**src/rtl/scd_pkg.sv**
```systemverilog
`timescale 1ns / 1ps
`default_nettype none
package scd_pkg;
  localparam int unsigned PosW  = 16;
  localparam int unsigned VelW  = 12;
  localparam int unsigned DistW = 17;
  localparam int unsigned FracBits = 4;
  localparam int unsigned MaxSteps = 128;
  // Offset numerator mag*i*16 <= 2048*128*16 = 2^22.
  localparam int unsigned NumW  = 23;
  localparam int unsigned QW    = 20;
  localparam int unsigned DiffW = 21;
  localparam int unsigned SqW   = 42;

  localparam logic [2:0] ST_IDLE  = 3'd0;
  localparam logic [2:0] ST_DIV   = 3'd1;
  localparam logic [2:0] ST_SQ    = 3'd2;
  localparam logic [2:0] ST_SQRT  = 3'd3;
  localparam logic [2:0] ST_OUT   = 3'd4;
endpackage
`default_nettype wire

```
**src/rtl/scd_div.sv**
```systemverilog
`timescale 1ns / 1ps
`default_nettype none
// Restoring divider, one quotient bit per cycle. Four divides run in lanes.
module scd_div (
  input  wire logic                    clk_i,
  input  wire logic                    rst_ni,
  input  wire logic                    start_i,
  input  wire logic [3:0][scd_pkg::NumW-1:0] num_i,
  input  wire logic [scd_pkg::VelW-1:0] den_i,
  output logic                         done_o,
  output logic [3:0][scd_pkg::QW-1:0]  quo_o
);
  import scd_pkg::*;
  logic [4:0] cnt_q, cnt_d;
  logic busy_q, busy_d;
  logic [3:0][NumW-1:0] num_q, num_d;
  logic [3:0][VelW:0]   rem_q, rem_d;
  logic [3:0][QW-1:0]   quo_q, quo_d;
  logic [VelW-1:0] den_q;

  always_comb begin
    logic [VelW:0] t;
    t = '0;
    busy_d = busy_q; cnt_d = cnt_q; num_d = num_q; rem_d = rem_q; quo_d = quo_q;
    done_o = 1'b0;
    if (start_i) begin
      busy_d = 1'b1; cnt_d = 5'(NumW); num_d = num_i; rem_d = '0; quo_d = '0;
    end else if (busy_q) begin
      for (int k = 0; k < 4; k++) begin
        t = {rem_q[k][VelW-1:0], num_q[k][NumW-1]};
        num_d[k] = {num_q[k][NumW-2:0], 1'b0};
        if (t >= {1'b0, den_q}) begin
          rem_d[k] = t - {1'b0, den_q};
          quo_d[k] = {quo_q[k][QW-2:0], 1'b1};
        end else begin
          rem_d[k] = t;
          quo_d[k] = {quo_q[k][QW-2:0], 1'b0};
        end
      end
      cnt_d = cnt_q - 5'd1;
      if (cnt_q == 5'd1) begin
        busy_d = 1'b0;
        done_o = 1'b1;
      end
    end
  end

  always_ff @(posedge clk_i or negedge rst_ni) begin
    if (!rst_ni) begin
      busy_q <= 1'b0; cnt_q <= '0;
    end else begin
      busy_q <= busy_d; cnt_q <= cnt_d;
    end
  end
  always_ff @(posedge clk_i) begin
    num_q <= num_d; rem_q <= rem_d; quo_q <= quo_d;
    if (start_i) den_q <= den_i;
  end
  assign quo_o = quo_d;
endmodule
`default_nettype wire

```
**src/rtl/scd_sqrt.sv**
```systemverilog
`timescale 1ns / 1ps
`default_nettype none
// Digit-by-digit square root, one result bit per cycle.
module scd_sqrt (
  input  wire logic                     clk_i,
  input  wire logic                     rst_ni,
  input  wire logic                     start_i,
  input  wire logic [scd_pkg::SqW-1:0]  rad_i,
  output logic                          done_o,
  output logic [scd_pkg::DistW-1:0]     root_o
);
  import scd_pkg::*;
  logic busy_q;
  logic [4:0] cnt_q;
  logic [SqW-1:0] n_q;
  logic [SqW/2+1:0] rem_q;
  logic [SqW/2-1:0] res_q;
  logic [SqW/2+1:0] t, trial;

  assign t = {rem_q[SqW/2-1:0], n_q[SqW-1 -: 2]};
  assign trial = {res_q, 2'b01};
  assign done_o = busy_q && cnt_q == 5'd0;
  assign root_o = res_q[DistW-1:0];

  always_ff @(posedge clk_i or negedge rst_ni) begin
    if (!rst_ni) begin
      busy_q <= 1'b0; cnt_q <= '0;
    end else if (start_i) begin
      busy_q <= 1'b1; cnt_q <= 5'(SqW / 2);
    end else if (busy_q) begin
      if (cnt_q == 5'd0) busy_q <= 1'b0;
      else cnt_q <= cnt_q - 5'd1;
    end
  end
  always_ff @(posedge clk_i) begin
    if (start_i) begin
      n_q <= rad_i; rem_q <= '0; res_q <= '0;
    end else if (busy_q && cnt_q != 5'd0) begin
      n_q <= {n_q[SqW-3:0], 2'b00};
      if (t >= trial) begin
        rem_q <= t - trial;
        res_q <= {res_q[SqW/2-2:0], 1'b1};
      end else begin
        rem_q <= t;
        res_q <= {res_q[SqW/2-2:0], 1'b0};
      end
    end
  end
endmodule
`default_nettype wire

```
**src/rtl/swept_closest_distance.sv**
```systemverilog
`timescale 1ns / 1ps
`default_nettype none
// Each transaction covers S samples (1..129). Sample 0 takes two squaring steps (x then y);
// each later sample adds a pass of the shared restoring divider (four lanes, 23 quotient
// bits, low 20 kept) and two squaring steps. The final root comes from the square root.
// in_ready_o is high only in idle, so a new transaction is accepted only after the
// previous result has been taken.
// Reset (async, active low) returns the sequencer to idle, output empty.
module swept_closest_distance (
  input  wire logic clk_i,
  input  wire logic rst_ni,
  input  wire logic in_valid_i,
  output logic      in_ready_o,
  input  wire logic signed [15:0] a_pos_x_i,
  input  wire logic signed [15:0] a_pos_y_i,
  input  wire logic signed [11:0] a_vel_x_i,
  input  wire logic signed [11:0] a_vel_y_i,
  input  wire logic signed [15:0] b_pos_x_i,
  input  wire logic signed [15:0] b_pos_y_i,
  input  wire logic signed [11:0] b_vel_x_i,
  input  wire logic signed [11:0] b_vel_y_i,
  input  wire logic [15:0] contact_radius_i,
  output logic      out_valid_o,
  input  wire logic out_ready_i,
  output logic [16:0] closest_distance_o,
  output logic      hit_o
);
  import scd_pkg::*;
  logic [2:0] st_q;
  logic signed [PosW-1:0] apx_q, apy_q, bpx_q, bpy_q;
  logic [3:0] neg_q;
  logic [3:0][VelW-1:0] vm_q;
  logic [VelW-1:0] dmax_q;
  logic [15:0] rad_q;
  logic [7:0] i_q, last_q;
  logic [SqW-1:0] best_q, acc_q;
  logic [3:0][QW-1:0] off_q;
  logic axis_q, dv_q, sqs_q;
  logic [3:0][NumW-1:0] num;
  logic [3:0][QW-1:0] quo;
  logic div_done, sq_done;
  logic [DistW-1:0] root;
  logic [3:0][VelW-1:0] vm_in;
  logic [VelW-1:0] m01, m23, dmax_in;
  logic [VelW-FracBits-1:0] steps;
  logic signed [DiffW-1:0] dif;
  logic [DiffW-1:0] dmag;
  logic [SqW-1:0] sq;

  function automatic logic [VelW-1:0] absv(input logic signed [VelW-1:0] v);
    absv = v[VelW-1] ? VelW'(-v) : v;
  endfunction
  function automatic logic signed [DiffW-1:0] so(input logic n,
                                                input logic [QW-1:0] q);
    so = n ? -DiffW'(q) : DiffW'(q);
  endfunction

  assign vm_in[0] = absv(a_vel_x_i);
  assign vm_in[1] = absv(a_vel_y_i);
  assign vm_in[2] = absv(b_vel_x_i);
  assign vm_in[3] = absv(b_vel_y_i);
  assign m01 = vm_in[0] > vm_in[1] ? vm_in[0] : vm_in[1];
  assign m23 = vm_in[2] > vm_in[3] ? vm_in[2] : vm_in[3];
  assign dmax_in = m01 > m23 ? m01 : m23;
  assign steps = dmax_in[VelW-1:FracBits];

  for (genvar k = 0; k < 4; k++) begin : g_num
    assign num[k] = NumW'(vm_q[k]) * NumW'(i_q) * NumW'(1 << FracBits);
  end

  scd_div u_div (.clk_i, .rst_ni, .start_i(dv_q), .num_i(num), .den_i(dmax_q),
    .done_o(div_done), .quo_o(quo));

  // One shared squarer: x then y. Sample 0 uses zero offsets.
  always_comb begin
    if (!axis_q)
      dif = (DiffW'(apx_q) + so(neg_q[0], off_q[0]))
          - (DiffW'(bpx_q) + so(neg_q[2], off_q[2]));
    else
      dif = (DiffW'(apy_q) + so(neg_q[1], off_q[1]))
          - (DiffW'(bpy_q) + so(neg_q[3], off_q[3]));
    dmag = dif[DiffW-1] ? DiffW'(-dif) : dif;
    sq = SqW'(dmag) * SqW'(dmag);
  end

  scd_sqrt u_sqrt (.clk_i, .rst_ni, .start_i(sqs_q), .rad_i(best_q),
    .done_o(sq_done), .root_o(root));

  assign in_ready_o = st_q == ST_IDLE;

  always_ff @(posedge clk_i or negedge rst_ni) begin
    if (!rst_ni) begin
      st_q <= ST_IDLE; out_valid_o <= 1'b0; dv_q <= 1'b0; sqs_q <= 1'b0;
      axis_q <= 1'b0;
    end else begin
      dv_q <= 1'b0; sqs_q <= 1'b0;
      unique case (st_q)
        ST_IDLE: if (in_valid_i) begin
          st_q <= ST_SQ; axis_q <= 1'b0;
        end
        ST_DIV: if (div_done) begin
          st_q <= ST_SQ; axis_q <= 1'b0;
        end
        ST_SQ: begin
          axis_q <= ~axis_q;
          if (axis_q) begin
            if (i_q == last_q) begin
              st_q <= ST_SQRT; sqs_q <= 1'b1;
            end else begin
              st_q <= ST_DIV; dv_q <= 1'b1;
            end
          end
        end
        ST_SQRT: if (sq_done) begin
          st_q <= ST_OUT; out_valid_o <= 1'b1;
        end
        ST_OUT: if (out_ready_i) begin
          st_q <= ST_IDLE; out_valid_o <= 1'b0;
        end
        default: st_q <= ST_IDLE;
      endcase
    end
  end

  always_ff @(posedge clk_i) begin
    if (st_q == ST_IDLE && in_valid_i) begin
      apx_q <= a_pos_x_i; apy_q <= a_pos_y_i;
      bpx_q <= b_pos_x_i; bpy_q <= b_pos_y_i;
      neg_q <= {b_vel_y_i[VelW-1], b_vel_x_i[VelW-1], a_vel_y_i[VelW-1],
                a_vel_x_i[VelW-1]};
      vm_q <= vm_in; dmax_q <= dmax_in; rad_q <= contact_radius_i;
      last_q <= (steps > 8'(MaxSteps)) ? 8'(MaxSteps) : 8'(steps);
      i_q <= '0; off_q <= '0; best_q <= '1;
    end
    if (st_q == ST_SQ && axis_q && i_q != last_q) i_q <= i_q + 8'd1;
    if (st_q == ST_DIV && div_done) off_q <= quo;
    if (st_q == ST_SQ) begin
      if (!axis_q) acc_q <= sq;
      else if (acc_q + sq < best_q) best_q <= acc_q + sq;
    end
    if (st_q == ST_SQRT && sq_done) begin
      closest_distance_o <= root;
      hit_o <= root < {1'b0, rad_q};
    end
  end
endmodule
`default_nettype wire
```
**config.mk**
```make
export PLATFORM = sky130hd
export DESIGN_NAME = swept_closest_distance
export DESIGN_NICKNAME = d
export VERILOG_FILES = /design/src/rtl/scd_pkg.sv /design/src/rtl/scd_div.sv /design/src/rtl/scd_sqrt.sv /design/src/rtl/swept_closest_distance.sv
export SDC_FILE = /design/constraint.sdc
export NUM_CORES = 2
export LEC_CHECK = 0
export BUFFER_PORTS_ARGS = -buffer_cell sky130_fd_sc_hd__buf_4
export CAP_MARGIN = 30
export CORE_ASPECT_RATIO = 1.75
export CORE_MARGIN = 2
export CORE_UTILIZATION = 35
export DETAILED_ROUTE_END_ITERATION = 12
export GPL_TIMING_DRIVEN = 0
export PLACE_DENSITY = 0.49
export SLEW_MARGIN = 20
export SYNTH_ARGS = -nofsm -noshare
export SYNTH_HDL_FRONTEND = slang
export SYNTH_SLANG_ARGS = --single-unit
export TNS_END_PERCENT = 30
```
**constraint.sdc**
```tcl
create_clock -name clk_i -period 17.69 [get_ports clk_i]
set_input_delay 0.8845 -clock clk_i [delete_from_list [all_inputs] [get_ports clk_i]]
set_output_delay 0.8845 -clock clk_i [all_outputs]
set_load 0.02 [all_outputs]
```
Word level (Yosys, flattened, before mapping)
Cells that the tools add are included.

storage, ports and cells
  memories kept = 0
  output and inout bits = 20
  input port bits = 132
  ROM bits = 0
  RAM bits = 0
  bits in registers = 661
  logic and storage cells = 192
  bits in latches = 0

cells by class
  div/mod/pow operators = 0
  bitwise gates (word level) = 1
  $lt $le $gt $ge = 11
  equality and inequality tests = 13
  mux-type cells = 70
  shifts and indexed selects = 0
  multiply operators = 5
  reductions and logical operators = 22
  $add $sub $neg = 24

operators with widths
  operator                         count
  2-to-1 mux 80 bit                4
  2-to-1 mux 42 bit                6
  2-to-1 mux 92 bit                2
  2-to-1 mux 21 bit                7
  2-to-1 mux 12 bit                11
  adder 16 x 21 -> 21 bit          4
  negator 20 -> 21 bit             4
  multiplier 12 x 8 -> 19 bit      4
  subtractor 21 bit                3
  >= comparator 13 x 12 -> 1 bit   4
  negator 12 bit                   4
  subtractor 12 bit                4
  adder 42 bit                     1
  < comparator 42 bit              1
  multiplier 21 x 21 -> 42 bit     1
  greater-than comparator 12 bit   3
  2-to-1 mux 5 bit                 5
  2-to-1 mux 1 bit                 24
  >= comparator 23 bit             1
  negator 21 bit                   1
  < comparator 17 x 16 -> 1 bit    1
  2-to-1 mux 8 bit                 2
  2-to-1 mux 3 bit                 5
  case mux 3 bit (5 select lines)  1
  23 further kinds                 43

Logic depth before layout (Yosys ltp)
  word-level depth = 13
  gate-level depth with buffers = 70
  mapped depth without buffers = 67

By module
Synthesis repeated with hierarchy kept, for this count alone.

unflattened totals
  cells, all modules = 6454
  area, all modules = 63477.1 um^2

by module, submodules not included
  module                  times used  cells each  sequential area each (um^2)  area each (um^2)
  swept_closest_distance  1           4894        9994.6                       46761.1
  scd_div                 1           1053        5835.6                       11711.2
  scd_sqrt                1           507         2252.2                       5004.8

Worst setup path before layout
OpenSTA, ideal clock, no wires.

  kind = register to register
  start point = reg off_q[62] (netlist bit)
  end point = reg best_q[20]
  path buffers = 4
  clock period less this slack = 15169 ps
  required time = 17576 ps
  stages on the path, launching flop included = 65
  library setup time = 114 ps
  arrival = 15055 ps
  path slack = 2521 ps
  cells stage by stage = edfxtp_1 or4_1 nor3_1 nand3b_1 o21ai_0 xor2_1 fa_1 inv_1 fa_1 inv_1 ha_1 clkbuf_1 nand3_1 o22ai_1 a311o_1 a41oi_1 a21oi_1 a31oi_1 (+29 left out) o21ai_0 o21ai_0 a21boi_0 a221o_1 a211oi_1 o21bai_1 xnor2_1 xnor2_1 ha_1 nand4_1 nor2_1 a211oi_1 o211ai_1 nor3_1 buf_2 buf_1 a21oi_1 a21o_1

between the ends
  longest elaborated chain between the ends = 13

ends and longest elaborated chain
  what                              line                           source
  start, declared                   swept_closest_distance.sv:37   logic [3:0][QW-1:0] off_q;
  start signal, assigned            swept_closest_distance.sv:136  if (st_q == ST_DIV && div_done) off_q <= quo;
  negator 20 -> 21 bit              swept_closest_distance.sv:55   so = n ? -DiffW'(q) : DiffW'(q);
  2-to-1 mux 21 bit (*)             swept_closest_distance.sv:55
  adder 16 x 21 -> 21 bit (*)       swept_closest_distance.sv:81   - (DiffW'(bpy_q) + so(neg_q[3], off_q[3]));
  subtractor 21 bit (*)             swept_closest_distance.sv:81
  2-to-1 mux 21 bit (*)             swept_closest_distance.sv:76   if (!axis_q)
  negator 21 bit                    swept_closest_distance.sv:82   dmag = dif[DiffW-1] ? DiffW'(-dif) : dif;
  2-to-1 mux 21 bit (*)             swept_closest_distance.sv:82
  multiplier 21 x 21 -> 42 bit (*)  swept_closest_distance.sv:83   sq = SqW'(dmag) * SqW'(dmag);
  named net sq[22]                  swept_closest_distance.sv:48   logic [SqW-1:0] sq;
  adder 42 bit (*)                  swept_closest_distance.sv:139  else if (acc_q + sq < best_q) best_q <= acc_q + sq;
  < comparator 42 bit (*)           swept_closest_distance.sv:139
  2-to-1 mux 42 bit (*)             swept_closest_distance.sv:139
  2-to-1 mux 42 bit (*)             swept_closest_distance.sv:138  if (!axis_q) acc_q <= sq;
  2-to-1 mux 42 bit (*)             swept_closest_distance.sv:137  if (st_q == ST_SQ) begin
  end signal, assigned              swept_closest_distance.sv:139
  end, declared                     swept_closest_distance.sv:36   logic [SqW-1:0] best_q, acc_q;

Mark *: on every way through the listed nets, which the timed path passes. The rest lies on a longest branch.
A chain may end at the register's enable or synchronous reset.

Final worst setup path
  start point = reg off_q[62] (netlist bit)
  end point = reg best_q[38]

between the ends
  longest elaborated chain between the ends = 13

ends and longest elaborated chain
  what                              line
  negator 20 -> 21 bit              swept_closest_distance.sv:55
  2-to-1 mux 21 bit (*)             swept_closest_distance.sv:55
  adder 16 x 21 -> 21 bit (*)       swept_closest_distance.sv:81
  subtractor 21 bit (*)             swept_closest_distance.sv:81
  2-to-1 mux 21 bit (*)             swept_closest_distance.sv:76
  negator 21 bit                    swept_closest_distance.sv:82
  2-to-1 mux 21 bit (*)             swept_closest_distance.sv:82
  multiplier 21 x 21 -> 42 bit (*)  swept_closest_distance.sv:83
  named net sq[21]                  swept_closest_distance.sv:48
  adder 42 bit (*)                  swept_closest_distance.sv:139
  < comparator 42 bit               swept_closest_distance.sv:139
  2-to-1 mux 42 bit (*)             swept_closest_distance.sv:139
  2-to-1 mux 42 bit (*)             swept_closest_distance.sv:138
  2-to-1 mux 42 bit (*)             swept_closest_distance.sv:137

Marks and branches as above.

==> impl_results.md <==
- Status: completed
- Pwr Total: 3980 uW
- Ys async rst share: 2.88%
- Arr. time, crit path: 17.46 ns
- Clock Pin Slew Worst Setup and Hold Paths: 0.06 ns
- Antenna-violating nets left: 0
- Wire length of the first global-routing pass: 273000 um
- Mux contribution to synthesized area: 4.15%
- Power Dens Cells: 58.1 mW/mm^2
- Final setup viols: 0
- Logic pwr share: 16.6%
- Post-synthesis simple-gate area fraction: 12.9%
- PnR worst setup slack: 0.783 ns
- HP Class: input port to async pin
- Maximum vdd ir drop: 0.0610 mV
- Synth area leaders: edfxtp_1, fa_1, ha_1, dfxtp_1, inv_1
- CP Max Fanout: 10
- Post-synth top cells: inv_1, fa_1, ha_1
- Critical path class: flop to flop
- Clock buffer depth: 3
- Psw: 1090 uW
- Starting Density: 35.3%
- Nets: 7818
- Crit path launch type: flop
- Hold_buf cts: 0
- Min Tclk post-route: 16.91 ns
- Achievable Freq: 59.1 MHz
- Routed WL per cell: 20.1 um
- Synth Area in Adders: 32.1%
- Most common cell in the netlist: inv_1
- Cells after Synth: 6211
- Slew @ Worst Pin: 1.08 ns
- Number of port buffers: 151
- Drt pass-1 iters: 7
- Slew headroom: 28.0%
- # rows: 202
- CTS root buf: clkbuf_16
- Most used cell, CP: fa_1
- Final hold violations: 0
- Worst slack, placed: -0.836 ns
- Nature of the critical path endpoint: flop
- Slowest Stage Delay on Critical Path: 0.64 ns
- Complex-gate fraction of the synthesized area: 9.63%
- Number of global-route vias before repair: 47933
- Largest net degree at the start of global routing: 50
- Unrepaired setup endpoints after global routing: false
- Yosys Warn Count: 0
- Number of flops mapped to enable cells by yosys: 429
- Yosys top cell by area: edfxtp_1
- Switching part of the total power: 27.5%
- Global-route usage over all layers: 20.0%
- Clock sink count: 660
- Main combinational cell family by area after synthesis: adder cells
- Register area share after synthesis: 28.8%
- Mapped Area: 0.0611 mm^2
- Predominant post-synthesis flop cell: edfxtp_1
- Area growth syn-to-layout: 12.0%
- Layout cell share with drive strength beyond 1: 8.25%
- Die Ht: 557 um
- DIE AREA: 0.178 mm^2
- Synth unique cells: 79
- Final GP Congestion: 0.895
- Clk_skew: 0.0518 ns
- Residual DRC count: 0
- Xor and xnor area share after synthesis: 5.07%
- Max H-tree Level: 3
- R2R Setup Slk: 0.78 ns
- Post-synth top area share: 21.1%
- Slowest-stage cell, CP: or4_1
- Clock share of power: 41.4%
- Clk_lat worst skew: 0.69 ns
- Worst hold slack: 0.149 ns
- Int Pwr: 2880 uW
- Final period util: 95.6%
- CTS tree: yes
- CP required: 18.24 ns
- Leakage: 0.0297 uW
- Flop pwr share: 41.9%
- Fin. max-slew vios: 0
- Buf/Inv on CP: 10
- Grt ovf: 0
- Yosys reg bits: 660
- Initial antenna violation count: 4
- Die width: 320 um
- DR iter-0 viols: 1666
- Core ar.: 0.173 mm^2
- DP Wirelength: 147000 um
- Total Wirelength: 177000 um
- Max Cap Viol: 0
- I/O Pins: 152
- Vias: 44555
- Mean post-synth cell area: 9.83 um^2
- Levels on crit path: 59
- Cell family with most CP delay: adder cells
- R2R depth: 59
- Via density: 5.06
- Inserted Clock Buffers: 74
worst paths after layout:
kind                                              start                        to
min in group clk_i                        b_pos_y_i[14]       bpy_q[14]$_DFFE_PP_
worst max-delay path            off_q[62]$_SDFFCE_PN0P_        best_q[38]$_DFF_P_
worst min register to register      dmax_q[6]$_DFFE_PP_  u_div.den_q[6]$_DFFE_PP_
worst max register to register  off_q[62]$_SDFFCE_PN0P_        best_q[38]$_DFF_P_
worst min-delay path                             rst_ni            dv_q$_DFF_PN0_
max in group asynchronous                        rst_ni        axis_q$_DFFE_PN0P_
power by group through the flow:
stage / Combinational (uW) / Clock (uW) / Sequential (uW)
finish: 662 / 1650 / 1670
global route: 745 / 1750 / 1670
CTS: 674 / 1700 / 1670
detailed placement: 668 / 0 / 1700
global placement: 659 / 0 / 1700
floorplan: 456 / 0 / 1700
timing repair:
item,in CTS,in global routing
setup endpoints to repair,42,42
setup buffers,4,16
gates resized for setup,25,59
cloned,0,1
pin swaps,1,3
layout make-up:
| type | count | area (um^2) |
|---|---|---|
| clock buffers | 100 | 2090 |
| multi-input cells | 4392 | 39300 |
| fillers | 17184 | 105000 |
| diodes | 1 | 2.50 |
| repair buffers | 198 | 1640 |
| inverters | 963 | 3630 |
| flip-flops and latches | 660 | 17600 |
| plain buffers | 206 | 847 |
| clock inverters | 36 | 444 |
| well taps | 2244 | 2810 |
routing by layer:
layer	GRT usage, %	vias to the layer above	part of all wire, %
met5	0	-	0
met1	19.8	22259	35
met3	1.87	305	2.8
li1	-	21215	-
met2	41.2	776	58
met4	9.14	0	4.9
sequential cells by signal (all words and copies together), names as in the netlist, 5 cells and up:
signal / cells
u_sqrt.rem_q: 21
last_q: 8
u_sqrt.n_q: 42
acc_q: 41
i_q: 8
u_div.rem_q: 48
u_div.cnt_q: 5
vm_q: 48
rad_q: 16
dmax_q: 12
bpy_q: 16
u_div.quo_q: 80
off_q: 80
u_div.num_q: 76
best_q: 42
bpx_q: 16
apy_q: 16
closest_distance_o: 17
u_sqrt.res_q: 21
apx_q: 16
u_sqrt.cnt_q: 5
u_div.den_q: 12
cell families (layout without fill, tap and decap cells):
logic type / count (synthesis) / after routing
compound gates: 912 / 912
simple gates: 1681 / 1681
mux: 239 / 239
flops: 660 / 660
buf+inv: 1174 / 1503
xor+xnor: 352 / 353
fa+ha+maj: 1191 / 1191
other cells: 2 / 17
cells in the final DEF, fill, tap and decap left out, types with 122 or more instances in the layout:
cell | synthesis | final
xnor2_1 | 224 | 219
nand2_1 | 539 | 538
buf_4 | 0 | 181
nor2_1 | 441 | 439
a21oi_1 | 246 | 245
ha_1 | 562 | 561
inv_1 | 955 | 951
fa_1 | 629 | 629
clkbuf_1 | 178 | 168
xor2_1 | 127 | 122
dfxtp_1 | 212 | 212
mux2i_1 | 133 | 131
and2_1 | 181 | 181
o21ai_0 | 197 | 193
nor3_1 | 171 | 167
edfxtp_1 | 429 | 429
metrics by stage:
stage	std cells	utilization (%)	area, um^2	setup TNS [ns]
finish	8800	39.5	68400	0
global route	8800	39.5	68400	0
floorplan	6225	-	61100	0
CTS	8784	39.4	68200	0
global placement	8620	37.6	65100	-40.30
detailed placement	8646	37.8	65500	-30.53
(Power assumes the default switching activity.)
